$ cat src/hw/rtl/gsa_pkg.sv
package gsa_pkg;

  localparam int unsigned SlotCountDefault = 64;

  localparam logic [1:0] CMD_INIT     = 2'd0;
  localparam logic [1:0] CMD_ALLOCATE = 2'd1;
  localparam logic [1:0] CMD_RETIRE   = 2'd2;
  localparam logic [1:0] CMD_COLLECT  = 2'd3;

  localparam logic [1:0] ST_AVAILABLE = 2'd0;
  localparam logic [1:0] ST_ALLOCATED = 2'd1;
  localparam logic [1:0] ST_RETIRED   = 2'd2;
  localparam logic [1:0] ST_SEALED    = 2'd3;

  localparam logic [31:0] GenMax = 32'hFFFF_FFFF;
  localparam logic [31:0] GenOne = 32'd1;

  typedef struct packed {
    logic [1:0]  status;
    logic [31:0] gen;
  } slot_entry_t;

  typedef struct packed {
    logic accept;
    logic fill;
    logic rd;
    logic eval;
    logic publish;
  } ctl_cmd_t;

  typedef struct packed {
    logic is_init;
    logic skip;
    logic cnt_last;
    logic eval_done;
    logic out_free;
  } ctl_sts_t;

endpackage

$ cat src/hw/rtl/gsa_controller.sv
module gsa_controller (
  input  logic              clk_i,
  input  logic              rst_ni,
  input  logic              item_valid_i,
  output logic              item_ready_o,
  input  gsa_pkg::ctl_sts_t sts_i,
  output gsa_pkg::ctl_cmd_t cmd_o
);
  import gsa_pkg::*;

  localparam logic [2:0] S_CLEAR = 3'd0;
  localparam logic [2:0] S_IDLE  = 3'd1;
  localparam logic [2:0] S_READ  = 3'd2;
  localparam logic [2:0] S_EVAL  = 3'd3;
  localparam logic [2:0] S_DONE  = 3'd4;

  logic [2:0] state_q, state_d;
  logic       resp_q, resp_d;

  always_comb begin
    state_d      = state_q;
    resp_d       = resp_q;
    cmd_o        = '0;
    item_ready_o = 1'b0;
    case (state_q)
      S_CLEAR: begin
        cmd_o.fill = 1'b1;
        if (sts_i.cnt_last) begin
          state_d = resp_q ? S_DONE : S_IDLE;
        end
      end
      S_IDLE: begin
        item_ready_o = 1'b1;
        if (item_valid_i) begin
          cmd_o.accept = 1'b1;
          if (sts_i.is_init) begin
            state_d = S_CLEAR;
            resp_d  = 1'b1;
          end else if (sts_i.skip) begin
            state_d = S_DONE;
          end else begin
            state_d = S_READ;
          end
        end
      end
      S_READ: begin
        cmd_o.rd = 1'b1;
        state_d  = S_EVAL;
      end
      S_EVAL: begin
        cmd_o.eval = 1'b1;
        state_d    = sts_i.eval_done ? S_DONE : S_READ;
      end
      S_DONE: begin
        if (sts_i.out_free) begin
          cmd_o.publish = 1'b1;
          resp_d        = 1'b0;
          state_d       = S_IDLE;
        end
      end
      default: begin
        state_d = S_IDLE;
      end
    endcase
  end

  always_ff @(posedge clk_i or negedge rst_ni) begin
    if (!rst_ni) begin
      state_q <= S_CLEAR;
      resp_q  <= 1'b0;
    end else begin
      state_q <= state_d;
      resp_q  <= resp_d;
    end
  end

endmodule

$ cat config.mk
export PLATFORM = sky130hd
export DESIGN_NAME = gsa_controller
export DESIGN_NICKNAME = d
export VERILOG_FILES = /design/src/hw/rtl/gsa_pkg.sv /design/src/hw/rtl/gsa_controller.sv
export SDC_FILE = /design/constraint.sdc
export NUM_CORES = 1
export LEC_CHECK = 0
export BUFFER_PORTS_ARGS = -buffer_cell sky130_fd_sc_hd__buf_2
export CAP_MARGIN = 10
export CORE_AREA = 2 2 39 41
export CTS_CLUSTER_DIAMETER = 120
export DETAILED_ROUTE_END_ITERATION = 7
export DIE_AREA = 0 0 41 43
export SETUP_SLACK_MARGIN = 0.1
export SYNTH_ARGS = -nofsm -noshare
export SYNTH_HDL_FRONTEND = slang
export SYNTH_SLANG_ARGS = --single-unit
$ cat constraint.sdc
create_clock -name clk_i -period 2.7 [get_ports clk_i]
set_clock_uncertainty 0.1 [all_clocks]
set_input_delay 0.405 -clock clk_i [delete_from_list [all_inputs] [get_ports clk_i]]
set_output_delay 0.405 -clock clk_i [all_outputs]
set_load 0.005 [all_outputs]
# Yosys cells after proc, flatten, opt, wreduce, memory -nomap -nowiden
# Cells that the tools add are included.
[op_classes] eq_ne=8 n_reduce_logical=4 n_mux=20
[op_table] operator="3-bit 2-to-1 mux" count=7
[op_table] operator="3-bit one-hot mux with 5 select lines" count=1
[op_table] operator="1-bit 2-to-1 mux" count=11
[op_table] operator="2-bit != test (second input constant)" count=4
[op_table] operator="3-bit by 2-bit == test with 1-bit output (second input constant)" count=2
[op_table] operator="4-bit AND reduction" count=1
[op_table] operator="3-bit by 1-bit == test with 1-bit output (second input constant)" count=1
[op_table] operator="3-bit == test (second input constant)" count=1
[op_table] operator="3-bit zero test" count=1
[op_table] operator="3-bit AND reduction" count=1
[op_table] operator="1-bit one-hot mux with 2 select lines" count=1
[op_table] operator="2-bit nonzero test" count=1
[totals] register_bits=4 input_bits=8 out_inout_bits=6

# Depth between registers and ports, before layout
[depth] ltp_word=4 ltp_mapped=4 mapped_depth_nobuf=3

# Least setup slack after synthesis
# OpenSTA, ideal clock, no wires.
[synth_path] path_type="register -> output" start="reg state_q[2]" end="out cmd_o[4] in the netlist's numbering" arrival_ns=0.901 stages_incl_launch_ff=3 path_buffers=0 slack_ns=1.294 t_required_ns=2.195 path_cell_list="dfrtp_1 > nor3b_2 > and2_1"
[synth_rtl] element="from (decl)" line="gsa_controller.sv:17" rtl="logic [2:0] state_q, state_d;"
[synth_rtl] element="from (signal assigned)" line="gsa_controller.sv:72" rtl="state_q <= state_d;"
[synth_rtl] element="to (decl)" line="gsa_controller.sv:7" rtl="output gsa_pkg::ctl_cmd_t cmd_o"

==> impl_metrics.env <==
export IMPL_power_internal_mw=0.249
export IMPL_antenna_found_initial=0
export IMPL_clock_latency_ns=0.24
export IMPL_overflow=0
export IMPL_synthDistinctLibCells=22
export IMPL_hold_ws_ns=0.297
export IMPL_final_common_cell="buf_2"
export IMPL_ys_top_cells_by_area="dfrtp_1, buf_6, o21bai_4, a221oi_2, mux2_4"
export IMPL_reg2reg_from="state_q[0]$_DFFE_PN0P_"
export IMPL_status="finished, final reports clean"
export IMPL_p_sw_share_pct=38.2
export IMPL_cp_data_required_time_ns=2.19
export IMPL_setup_viol=0
export IMPL_pin_count=14
export IMPL_post_cts_setup_buffers=0
export IMPL_tightest_slew_ns=0.420
export IMPL_row_count=14
export IMPL_hold_viol=0
export IMPL_initialDrtViolationCount=2
export IMPL_die_h_um=43
export IMPL_drc=0
export IMPL_htree_levels=1
export IMPL_nets=55
export IMPL_syn_area_um2=320
export IMPL_drt_antenna_violating_nets=0
export IMPL_drv_slew=0
export IMPL_design_area_um2=415
export IMPL_grt_setup_unrepaired="false"
export IMPL_yosysTopAreaCell="dfrtp_1"
export IMPL_cts_tree="built"
export IMPL_fmax_ghz=0.534
export IMPL_syn_inst=30
export IMPL_worstPathArrival_ns=1.37
export IMPL_drive_gt1_share_pct=53.3
export IMPL_grt_pass1_vias=249
export IMPL_ir_drop_mv=0.245
export IMPL_area_growth_synth_to_final_pct=29.7
export IMPL_vias=277
export IMPL_synth_seq_area_share_pct=31.3
export IMPL_worstHoldStart="sts_i[0]"
export IMPL_post_route_min_period_ns=1.87
export IMPL_grtUsageTotal_pct=9.47
export IMPL_pwr_share_comb_pct=47.5
export IMPL_synth_nets=38
export IMPL_clock_sinks=4
export IMPL_root_buffer="clkbuf_4"
export IMPL_via_per_inst=4.54
export IMPL_core_um2=1380
export IMPL_pwr_share_seq_pct=33.7
export IMPL_fin_setup_tns_ns=0
export IMPL_cts_buffer_depth=2
export IMPL_port_buffers=13
export IMPL_setup_worst_path_start_class="flop"
export IMPL_syn_avg_cell_area_um2=10.7
export IMPL_met1_length_um=327
export IMPL_gp_congestion=0.754
export IMPL_first_pass_iters=2
export IMPL_yosys_warnings=0
export IMPL_endpoint_kind="output pin"
export IMPL_cts_buffers=3
export IMPL_route_top_layer_used="met4"
export IMPL_post_route_period_util_pct=69.4
export IMPL_met3_length_um=39
export IMPL_wl_per_cell_um=10.6
export IMPL_final_cell_mix="buf_2, dfrtp_1, clkbuf_4"
export IMPL_p_switching_mw=0.154
export IMPL_die_width_um=41
export IMPL_hold_path_class="input pin to flop"
export IMPL_grt_max_degree=12
export IMPL_path_clk_slew_ns=0.04
export IMPL_worst_setup_path_type="flop to output pin"
export IMPL_wl_um=649
export IMPL_worst_path_max_fanout=11
export IMPL_slew_headroom_pct=72.0
export IMPL_dieArea_um2=1760
export IMPL_leakage_nw=0.196
export IMPL_synth_top_area_share_pct=31.3
export IMPL_cp_startpoint="state_q[0]$_DFFE_PN0P_"
export IMPL_pwr_share_clk_pct=18.8
export IMPL_dr_wl_met2_um=272
export IMPL_regToRegSetupSlack_ns=1.38
export IMPL_synth_seq_cells=4
export IMPL_p_per_area_nw_per_um2=968
export IMPL_start_util_pct=23.1
export IMPL_placed_cell_area_um2=383
export IMPL_diodes=0
export IMPL_grt_pass1_wl_um=1090
export IMPL_maxCapViolations=0
-- layer usage --
metal / track usage [%] / vias to the layer above
met4: 4.00 / 0
met5: 0 / -
li1: - / 142
met1: 13.6 / 123
met2: 11.6 / 10
met3: 4.71 / 2
-- metrics by stage --
stage	instances	power, mW	utilization, %	setup slack, ns
6_report	61	0.402	30.0	0.827
5_1_grt	61	0.439	30.0	0.699
4_1_cts	61	0.409	30.0	0.824
3_5_place_dp	57	0.329	27.7	1.09
3_3_place_gp	57	0.327	27.7	1.13
2_1_floorplan	30	0.292	-	1.29
-- power by group through the flow --
stage          sequential [mW]  combinational, mW  clock [mW]
6_report                 0.136              0.191      0.0755
5_1_grt                  0.144              0.211      0.0843
4_1_cts                  0.135              0.196      0.0784
3_5_place_dp             0.136              0.193           0
3_3_place_gp             0.134              0.193           0
2_1_floorplan            0.103              0.189           0
-- flip-flops by register name, indices dropped and copies added, names as in the netlist --
name	count
state_q	3
resp_q	1
-- synth_stat cells --
| cell type | instances |
|---|---|
| a21oi_1 | 1 |
| a221oi_2 | 1 |
| a31oi_1 | 1 |
| and2_1 | 1 |
| and3_1 | 2 |
| and3b_2 | 1 |
| buf_6 | 2 |
| dfrtp_1 | 4 |
| mux2_4 | 1 |
| nand2_1 | 2 |
| nor2_1 | 2 |
| nor2_2 | 1 |
| nor2b_1 | 2 |
| nor3_1 | 1 |
| nor3b_1 | 1 |
| nor3b_2 | 1 |
| nor4b_2 | 1 |
| o21ai_1 | 1 |
| o21bai_4 | 1 |
| o22a_1 | 1 |
| o22ai_2 | 1 |
| o31a_1 | 1 |
-- repair_timing --
item,CTS,global route
hold endpoints to repair,4,0
hold buffers,1,0
resized for setup,0,0
-- worst max-delay path, cell delays in order (launching register included) --
cell	delay (ns)
dfrtp_1	0.52
nor3b_2	0.34
and2_1	0.17
buf_2	0.10
-- kinds of logic (layout without fill, tap and decap cells) --
family | count (synthesis) | in the layout | synth area share (%)
simple gates | 15 | 15 | 32.0
compound gates | 8 | 8 | 25.0
flops | 4 | 4 | 31.3
buf+inv | 2 | 17 | 7.03
mux | 1 | 1 | 4.69
-- layout make-up --
type,instances,area [um^2]
clock buffers,3,22.5
fillers,153,968
multi-input cells,24,198
flip-flops and latches,4,100
well taps,16,20.0
repair buffers,14,75.1
-- final timing paths --
| path | endpoint | cells after the start |
|---|---|---|
| max | cmd_o[4] | 3 |
| min | state_q[2]$_DFFE_PN0P_ | 2 |
| max reg2reg | state_q[2]$_DFFE_PN0P_ | 3 |
| min reg2reg | resp_q$_DFFE_PN0P_ | 2 |
| max in group asynchronous | state_q[2]$_DFFE_PN0P_ | 2 |
| min in group asynchronous | resp_q$_DFFE_PN0P_ | 2 |
(Power assumes the default switching activity.)
